### src/jsr_pkg.sv
// Shared types and constants for the six-axis joint setpoint ramp.
// No dependencies; every other file of the block imports this package.
package jsr_pkg;

  localparam int NUM_AXES = 6;
  localparam int POS_W    = 24;
  localparam int STEP_W   = 21;
  localparam int CFG_IDX_W = 3;
  localparam int CFG_DATA_W = 24;

  typedef logic signed [POS_W-1:0] pos_t;
  typedef logic [STEP_W-1:0] step_t;

  // Axes whose goal resets to the negative value.
  localparam logic [NUM_AXES-1:0] GOAL_RST_NEG = 6'b001101;

  typedef enum logic {
    OP_SAMPLE = 1'b0,
    OP_TICK   = 1'b1
  } op_e;

  typedef enum logic [CFG_IDX_W-1:0] {
    REG_GOAL_0    = 3'd0,
    REG_GOAL_1    = 3'd1,
    REG_GOAL_2    = 3'd2,
    REG_GOAL_3    = 3'd3,
    REG_GOAL_4    = 3'd4,
    REG_GOAL_5    = 3'd5,
    REG_BASE_STEP = 3'd6,
    REG_INIT_MEAS = 3'd7
  } cfg_reg_e;

  typedef struct packed {
    pos_t [NUM_AXES-1:0] goal;
    step_t               base_step;
    logic                init_meas;
  } jsr_cfg_t;

endpackage

### src/jsr_joint.sv
// Per-joint ramp datapath: tolerance check, scaled step, goal limit, saturation.
// Depends on jsr_pkg.
module jsr_joint #(
  parameter int POS_FRAC_BITS = 20
) (
  input  jsr_pkg::pos_t  cmd_i,
  input  jsr_pkg::pos_t  goal_i,
  input  jsr_pkg::pos_t  meas_i,
  input  jsr_pkg::step_t base_step_i,
  output logic           moving_o,
  output jsr_pkg::pos_t  cmd_next_o,
  output jsr_pkg::pos_t  res_o
);
  import jsr_pkg::*;

  localparam int DIFF_W = POS_W + 1;
  localparam int TERM_W = ((POS_FRAC_BITS + 2 > DIFF_W) ? POS_FRAC_BITS + 2 : DIFF_W) + 1;
  localparam int PROD_W = TERM_W + STEP_W + 1;
  localparam int NC_W   = PROD_W + 1;
  localparam int TOL    = ((1 << POS_FRAC_BITS) + 500) / 1000;

  localparam logic signed [TERM_W-1:0] TWO_ONE = {{(TERM_W-1){1'b0}}, 1'b1} << (POS_FRAC_BITS + 1);
  localparam logic signed [PROD_W-1:0] HALF_LSB = {{(PROD_W-1){1'b0}}, 1'b1} << POS_FRAC_BITS;

  logic signed [DIFF_W-1:0] diff;
  logic        [DIFF_W-1:0] mag;
  logic signed [DIFF_W-1:0] err;
  logic signed [TERM_W-1:0] term;
  logic signed [PROD_W-1:0] prod;
  logic signed [PROD_W-1:0] rnd;
  logic signed [PROD_W-1:0] step;
  logic signed [PROD_W-1:0] room;
  logic signed [PROD_W-1:0] mv;
  logic signed [NC_W-1:0]   cmd_ext;
  logic signed [NC_W-1:0]   nc;

  always_comb begin
    diff = DIFF_W'(cmd_i) - DIFF_W'(goal_i);
    mag  = diff[DIFF_W-1] ? DIFF_W'(-diff) : DIFF_W'(diff);
    moving_o = mag > DIFF_W'(TOL);

    // step = round_half_up(base_step * (2 + err) / 2), in position units.
    err  = DIFF_W'(meas_i) - DIFF_W'(cmd_i);
    term = TERM_W'(err) + TWO_ONE;
    prod = $signed({1'b0, base_step_i}) * term;
    rnd  = prod + HALF_LSB;
    step = rnd >>> (POS_FRAC_BITS + 1);

    // Never pass the goal.
    room = $signed(PROD_W'(mag));
    mv   = (step < room) ? step : room;

    cmd_ext = NC_W'(cmd_i);
    nc = diff[DIFF_W-1] ? (cmd_ext + NC_W'(mv)) : (cmd_ext - NC_W'(mv));

    if (nc[NC_W-1] && !(&nc[NC_W-1:POS_W-1])) begin
      cmd_next_o = {1'b1, {(POS_W-1){1'b0}}};
    end else if (!nc[NC_W-1] && (|nc[NC_W-1:POS_W-1])) begin
      cmd_next_o = {1'b0, {(POS_W-1){1'b1}}};
    end else begin
      cmd_next_o = nc[POS_W-1:0];
    end

    res_o = moving_o ? cmd_next_o : goal_i;
  end

endmodule

### config.mk
export PLATFORM = sky130hd
export DESIGN_NAME = jsr_joint
export DESIGN_NICKNAME = d
export VERILOG_FILES = /design/src/jsr_pkg.sv /design/src/jsr_joint.sv
export SDC_FILE = /design/constraint.sdc
export NUM_CORES = 2
export LEC_CHECK = 0
export BUFFER_PORTS_ARGS = -buffer_cell sky130_fd_sc_hd__buf_2
export CAP_MARGIN = 20
export CORE_ASPECT_RATIO = 0.6
export CORE_MARGIN = 3
export CORE_UTILIZATION = 45
export DETAILED_ROUTE_END_ITERATION = 8
export SLEW_MARGIN = 5
export SYNTH_ARGS = -nofsm -noshare
export SYNTH_HDL_FRONTEND = slang
export SYNTH_SLANG_ARGS = --single-unit
### constraint.sdc
create_clock -name vclk -period 133.5
set_clock_uncertainty 0.2 [all_clocks]
set_input_delay 40.05 -clock vclk [all_inputs]
set_output_delay 40.05 -clock vclk [all_outputs]
set_load 0.03 [all_outputs]
==> metrics.csv <==
metric,value,unit
hold_viol_final,0,
syn_area,30010,um2
period_share,77.19,%
worst_setup_path_end_kind,output pin,
gp_congestion,0.9625,
rows,72,
setup_viol,0,
yosysSeqAreaShare,0,%
yosysMostFrequentCell,inv_1,
rsz0062_at_grt,no,
cp_max_fo,23,
ys_warn_count,0,
initial_core_util,46.01,%
cts_setup_buffers,0,
synth.distinct_cells,93,
yosys-top-cells-area,"fa_1, ha_1, inv_1",
port_buffers,142,
grt_pass1_wl,145100,um
grt_pass1_vias,25300,
fin_ws,30.46,ns
num-clock-buffers,0,
grt_overflow,0,
core,65220,um2
seqCellArea,0,um2
status,"complete, no violations",
drive_gt1_share,6.783,%
grt_max_degree,50,
cp-start-kind,input port,
crit_required,93.25,ns
drc_errors,0,
dp_slack,30.43,ns
synth_top_area_cell,fa_1,
avgSynthCellArea,8.176,um2
drv_cap,0,
hold_start,goal_i[23],
cpPeakStageDelay,0.87,ns
tns,0,ns
synth_nets,4636,
period_needed,103.04,ns
holdCritPathClass,input port to output pin,
vias_per_cell,5.572,
die_w,339.4,um
synthToLayoutAreaGrowth,5.262,%
dieHeight,206.0,um
tightestPinTransition,1.144,ns
min_path_cells,4,
nFlopsAndLatches,0,
diodes,0,
slowest_stage,a2111oi_1,
arrival,62.79,ns
min_to,res_o[23],
wl_per_cell,19.86,um
layout.nets,4639,
drt_wl_total,90530,um
setup.worst_path.class,input port to output pin,
yosysTopAreaCellShare,37.16,%
drt_iter0_drc,2190,
boundaryPins,142,
num_vias,25410,
cts_hold_buf,0,
syn_inst,3670,
detailed_place_hpwl,73410,um
dr.pass1.iters,5,
drv_slew,0,
grt_antenna_before_repair,1,
drt.antenna.violating_nets,0,
synth_common_cells,"inv_1, fa_1, nand2_1",
track_usage,26.11,%
dieArea,69920,um2
fmax,9.705,MHz
cts_resized,0,
relSlewSlack,23.46,%
## cell type report
cell class / instances / area, um2
inverter: 704 / 2643
multi-input combinational: 2788 / 26840
tap: 888 / 1111
timing repair buffer: 179 / 991.0
fill: 6571 / 33640
## how the worst max path moves through the flow
stage	startpoint	endpoint	slack, ns	depth (start not counted)
after detailed placement	cmd_i[2]	res_o[6]	30.43	81
after floorplan	cmd_i[2]	res_o[0]	34.03	83
final	cmd_i[2]	res_o[6]	30.46	81
after CTS	cmd_i[2]	res_o[6]	30.34	81
after global placement	cmd_i[2]	res_o[19]	30.80	81
after global routing	cmd_i[2]	res_o[4]	28.97	82
## cells in the final DEF, fill, tap and decap left out, types with 55 or more instances in the layout
master   netlist  layout
inv_1        702     702
fa_1         557     557
nand2_1      358     358
ha_1         316     316
and2_1       220     220
a21oi_1      171     171
nor2_1       165     164
buf_2          9     142
o21ai_0      109     109
xnor2_1      104      96
a21o_1        72      72
nor2b_1       55      55
## metrics by stage
step                util, %  std cells  hold slack (ns)  instance area (um2)
detailed placement    48.39       4556            80.27                31560
global placement      48.39       4556            80.29                31560
floorplan                 -       3670            80.11                30010
finish                48.43       4559            80.28                31590
global route          48.43       4559            80.33                31590
CTS                   48.39       4556            80.27                31560
## critical path: cells and delay by family
| kind | cells | cell delay [ns] |
|---|---|---|
| fa+ha+maj | 13 | 5.51 |
| simple gates | 20 | 4.82 |
| buf+inv | 9 | 1.44 |
| xor+xnor | 1 | 0.15 |
| compound gates | 38 | 10.77 |
## kinds of logic after synthesis
group	after synthesis	synth area share [%]
muxes	19	0.6713
and+or+nand+nor	1096	18.70
adders and majority gates	873	50.34
AOI/OAI and AO/OA	652	14.76
buffers and inverters	882	11.15
xor gates and xnor gates	148	4.382
## metal layers
| layer | share of wire, % | global-route usage (%) | vias to the layer above |
|---|---|---|---|
| met4 | 1.0 | 2.678 | 0 |
| met2 | 41 | 37.86 | 907 |
| met5 | 0 | 0 | - |
| li1 | - | - | 11840 |
| met3 | 9.1 | 5.136 | 68 |
| met1 | 49 | 41.05 | 12590 |
Power is not shown: default switching activity piles up to over one toggle a cycle in this logic, so the estimate is an artifact.
