File: src/jsr_pkg.sv
// Shared types and constants for the six-axis joint setpoint ramp.
// No dependencies; every other file of the block imports this package.
package jsr_pkg;

  localparam int NUM_AXES = 6;
  localparam int POS_W    = 24;
  localparam int STEP_W   = 21;
  localparam int CFG_IDX_W = 3;
  localparam int CFG_DATA_W = 24;

  typedef logic signed [POS_W-1:0] pos_t;
  typedef logic [STEP_W-1:0] step_t;

  // Axes whose goal resets to the negative value.
  localparam logic [NUM_AXES-1:0] GOAL_RST_NEG = 6'b001101;

  typedef enum logic {
    OP_SAMPLE = 1'b0,
    OP_TICK   = 1'b1
  } op_e;

  typedef enum logic [CFG_IDX_W-1:0] {
    REG_GOAL_0    = 3'd0,
    REG_GOAL_1    = 3'd1,
    REG_GOAL_2    = 3'd2,
    REG_GOAL_3    = 3'd3,
    REG_GOAL_4    = 3'd4,
    REG_GOAL_5    = 3'd5,
    REG_BASE_STEP = 3'd6,
    REG_INIT_MEAS = 3'd7
  } cfg_reg_e;

  typedef struct packed {
    pos_t [NUM_AXES-1:0] goal;
    step_t               base_step;
    logic                init_meas;
  } jsr_cfg_t;

endpackage

File: src/jsr_cfg.sv
// Configuration register file: joint goals, base step and the init flag.
// Depends on jsr_pkg.
module jsr_cfg #(
  parameter int POS_FRAC_BITS = 20
) (
  input  logic                         clk_i,
  input  logic                         rst_ni,
  input  logic                         cfg_valid_i,
  output logic                         cfg_ready_o,
  input  logic [jsr_pkg::CFG_IDX_W-1:0]  cfg_idx_i,
  input  logic [jsr_pkg::CFG_DATA_W-1:0] cfg_data_i,
  output jsr_pkg::jsr_cfg_t            cfg_o
);
  import jsr_pkg::*;

  localparam longint ONE_L    = longint'(1) << POS_FRAC_BITS;
  localparam longint GOAL_L   = (3 * ONE_L + 5) / 10;
  localparam longint GOAL_SAT = (GOAL_L > 8388607) ? 8388607 : GOAL_L;
  localparam longint STEP_L   = (4 * ONE_L + 500) / 1000;
  localparam longint STEP_SAT = (STEP_L > 2097151) ? 2097151 : STEP_L;
  localparam pos_t   GOAL_POS = POS_W'(GOAL_SAT);
  localparam pos_t   GOAL_NEG = POS_W'(-GOAL_SAT);
  localparam step_t  STEP_RST = STEP_W'(STEP_SAT);

  pos_t [NUM_AXES-1:0] goal_q;
  step_t               base_step_q;
  logic                init_meas_q;

  assign cfg_ready_o = 1'b1;

  always_ff @(posedge clk_i or negedge rst_ni) begin
    if (!rst_ni) begin
      for (int i = 0; i < NUM_AXES; i++) begin
        goal_q[i] <= GOAL_RST_NEG[i] ? GOAL_NEG : GOAL_POS;
      end
      base_step_q <= STEP_RST;
      init_meas_q <= 1'b1;
    end else if (cfg_valid_i) begin
      unique case (cfg_reg_e'(cfg_idx_i))
        REG_GOAL_0:    goal_q[0] <= pos_t'(cfg_data_i);
        REG_GOAL_1:    goal_q[1] <= pos_t'(cfg_data_i);
        REG_GOAL_2:    goal_q[2] <= pos_t'(cfg_data_i);
        REG_GOAL_3:    goal_q[3] <= pos_t'(cfg_data_i);
        REG_GOAL_4:    goal_q[4] <= pos_t'(cfg_data_i);
        REG_GOAL_5:    goal_q[5] <= pos_t'(cfg_data_i);
        REG_BASE_STEP: base_step_q <= cfg_data_i[STEP_W-1:0];
        REG_INIT_MEAS: init_meas_q <= cfg_data_i[0];
      endcase
    end
  end

  assign cfg_o.goal      = goal_q;
  assign cfg_o.base_step = base_step_q;
  assign cfg_o.init_meas = init_meas_q;

endmodule

File: config.mk
export PLATFORM = sky130hd
export DESIGN_NAME = jsr_cfg
export DESIGN_NICKNAME = d
export VERILOG_FILES = /design/src/jsr_pkg.sv /design/src/jsr_cfg.sv
export SDC_FILE = /design/constraint.sdc
export NUM_CORES = 1
export LEC_CHECK = 0
export BUFFER_PORTS_ARGS = -buffer_cell sky130_fd_sc_hd__buf_2
export CORE_MARGIN = 2
export CORE_UTILIZATION = 50
export DETAILED_ROUTE_END_ITERATION = 6
export HOLD_SLACK_MARGIN = 0.08
export PLACE_DENSITY = 0.78
export SLEW_MARGIN = 20
export SYNTH_ARGS = -nofsm -noshare
export SYNTH_HDL_FRONTEND = slang
export SYNTH_SLANG_ARGS = --single-unit
File: constraint.sdc
create_clock -name clk_i -period 1.19 [get_ports clk_i]
set_clock_uncertainty 0.1 [all_clocks]
set_input_delay 0.1785 -clock clk_i [delete_from_list [all_inputs] [get_ports clk_i]]
set_output_delay 0.1785 -clock clk_i [all_outputs]
set_load 0.03 [all_outputs]
==> out/results.md <==
### Status
- finished, violations left — outcome
- negative setup slack — violated checks

### Setup path
- buf_6 — cells along the critical path
- 0.91 ns — WP data required
- flip-flop to output port — worst setup path class
- 0.57 ns — longest individual stage delay on the worst path
- output port — capturing element type of the critical path
- 2 — maximum fanout encountered on the critical timing path
- flip-flops — kind of cell adding the most delay to the critical path
- sky130_fd_sc_hd__dfstp_2 — slowest library cell on the worst path
- 1.15 ns — Arr. time, crit path
- 1 — WP buf/inv
- flip-flop — crit start category

### Floorplanning
- 13750 um2 — Die Footprint
- 12570 um2 — Std-Cell Core Area
- 117.3 um — width of the die
- 197 — total I/O pin count
- 117.3 um — overall die height
- 41 — Row Count
- 51.04% — effective utilization at floorplan

### Yosys
- 66.32% — sequential fraction of the synthesis area
- 17.62 um2 — per-instance average area after synthesis
- 6415 um2 — cell area after synthesis
- 364 — cell count after synthesis
- 166 — number of synthesized register bits
- 33.55% — Synth top area share
- 13 — Yosys cell types
- sky130_fd_sc_hd__dfrtp_1, sky130_fd_sc_hd__dfstp_2, sky130_fd_sc_hd__mux2_2 — top cells by area in the synthesized netlist
- 394 — Mapped Nets
- 0 — Synthesis Warnings
- sky130_fd_sc_hd__dfrtp_1 — dominant cell type by area after synthesis

### Clocking
- 0.43 ns — clock insertion delay at the later pin of the skew report
- 2 — buffers from clock root to sink, at most
- 0.06 ns — clock-pin slew reported for the worst setup and hold paths after clock tree synthesis
- 17 — TritonCTS Buffers
- 166 — Clock Sink Count
- built — CTS tree
- 4 — H-tree lvl count
- sky130_fd_sc_hd__clkbuf_16 — buffer type at the clock tree root

### STA
- -0.2353 ns — Setup WS post-layout
- 119.8% — final period utilization
- 0 — number of failing hold endpoints at the final stage
- yes — setup repair after global routing missed its margin
- 167 — final-report setup violation count
- 0.7016 GHz — Highest Clock Rate
- 0.1014 ns — Hold Worst Slack
- 0 — fin. max-slew vios
- 1.425 ns — time the worst path needs with I/O delays and setup

### Routing
- 0 — post-route DRC violation count
- 21450 um — Routed WL
- 4 — number of optimization iterations in the first detailed-route pass
- 24.48 um — Wirelength per Cell
- 0 — final antenna-violating net count
- met4 — top routing layer in use
- 5.220 — post-DR vias/cell
- 377 — Starting DRT DRC Count
- 8284 um — M1 WL
- 1055 um — routed wl met3
- 4573 — total vias in the final route
- 11430 um — length of routed met2 wiring

### Power
- 2163 nW/um2 — power per unit of standard cell area
- 4.969 nW — Leakage Power
- 1093 uV — IR Drop Worst-Case VDD

### GRT
- 1 — initial antenna violation count
- 0 — final global-route overflow total
- 38 — pin count of the biggest net entering global routing
- 4951 — vias in the first global route
- 29.54% — all-layer global routing usage
- 28960 um — first-pass GRT wire length

### Place
- 8084 um2 — DP Area
- 0.7369 — placer congestion estimate
- 10690 um — Final HPWL DP
- 195 — Buffers on Ports

### Finish
- 65.87% — area growth from synthesis to final layout
- 83.07% — proportion of layout cells with a drive suffix above 1
- 10640 um2 — final non-filler cell area
- 720 — Net count, final

### Flow run
- 0 — MaxCap Viol Count

### Min path
- input port to flip-flop — class of the most critical hold timing path

kinds of logic after synthesis:
| logic type | share of synthesized area (%) |
|---|---|
| muxes | 29.14 |
| DFF | 66.32 |
| buffers and inverters | 2.828 |
| and+or+nand+nor | 1.658 |
| other | 0.05846 |
report_power, final:
part           internal [mW]  switching [mW]  total (mW)
logic                   4.52            4.34        8.85
registers               7.35            1.09        8.44
clock network           3.36            2.36        5.72
total                   15.2            7.79        23.0
cell usage in the layout (no fill, tap or decap):
master,count
sky130_fd_sc_hd__mux2_1,1
sky130_fd_sc_hd__buf_4,93
sky130_fd_sc_hd__dfstp_2,80
sky130_fd_sc_hd__clkinv_2,4
sky130_fd_sc_hd__bufinv_16,2
sky130_fd_sc_hd__clkbuf_16,17
sky130_fd_sc_hd__nand4_1,1
sky130_fd_sc_hd__nand4b_2,2
sky130_fd_sc_hd__conb_1,1
sky130_fd_sc_hd__diode_2,1
sky130_fd_sc_hd__clkinvlp_4,2
sky130_fd_sc_hd__buf_6,167
sky130_fd_sc_hd__mux2_4,80
sky130_fd_sc_hd__and4bb_2,3
sky130_fd_sc_hd__nand4b_1,1
sky130_fd_sc_hd__dfrtp_1,86
sky130_fd_sc_hd__buf_2,28
sky130_fd_sc_hd__mux2_2,85
sky130_fd_sc_hd__dlygate4sd3_1,26
sky130_fd_sc_hd__dlymetal6s4s_1,1
sky130_fd_sc_hd__clkbuf_1,2
sky130_fd_sc_hd__clkbuf_8,5
sky130_fd_sc_hd__buf_12,15
sky130_fd_sc_hd__nor4b_4,1
registers in the layout (all words and copies together), names as in the netlist:
name and flops:
base_step_q 21, init_meas_q 1, cfg_o 144
what timing repair did:
action,CTS,global route
pin swaps,0,0
setup endpoints to repair,166,171
setup buffers,49,37
hold buffers,27,0
hold endpoints to repair,332,0
resized for setup,332,1
metrics by stage:
step	setup TNS (ns)	cells	power [mW]	utilization, %	setup slack, ns
3_5_place_dp	-35.18	730	14.15	64.32	-0.3151
2_1_floorplan	-17.48	364	12.23	-	-0.2540
4_1_cts	-21.79	838	22.04	82.41	-0.2184
5_1_grt	-26.48	876	23.67	84.66	-0.2598
3_3_place_gp	-30.75	730	13.97	64.32	-0.2790
6_report	-22.35	876	23.01	84.66	-0.2353
cell type report:
class | instances | area, um2
flip-flops and latches | 166 | 4254
repair buffers | 330 | 3292
clock inverters | 8 | 95.09
well taps | 172 | 215.2
diodes | 1 | 2.502
fillers | 533 | 1928
multi-input cells | 175 | 2280
clock buffers | 24 | 501.7
Yosys cell counts, drive strengths merged:
cell and count:
nand4 1, nor4b 1, dfstp 80, nand4b 3
mux2 166, dfrtp 86, and4bb 3, conb 1
buf 23
per-layer routing:
metal | track usage, % | vias to the layer above
met1 | 34.20 | 2408
met5 | 0 | -
met4 | 13.80 | 0
li1 | - | 1936
met3 | 7.621 | 49
met2 | 51.38 | 180
final timing paths:
kind	from	to	slack [ns]	depth (start not counted)
min reg2reg	cfg_o[25]$_DFFE_PN0P_	cfg_o[25]$_DFFE_PN0P_	0.44	1
max in group asynchronous	rst_ni	cfg_o[69]$_DFFE_PN0P_	0.33	3
min	cfg_idx_i[1]	init_meas_q$_DFFE_PN1P_	0.10	3
max	cfg_o[35]$_DFFE_PN1P_	cfg_o[35]	-0.24	1
max reg2reg	cfg_o[105]$_DFFE_PN0P_	cfg_o[105]$_DFFE_PN0P_	-0.14	3
min in group asynchronous	rst_ni	cfg_o[91]$_DFFE_PN1P_	0.26	2
Note: power is estimated with default switching activity, not from simulation.
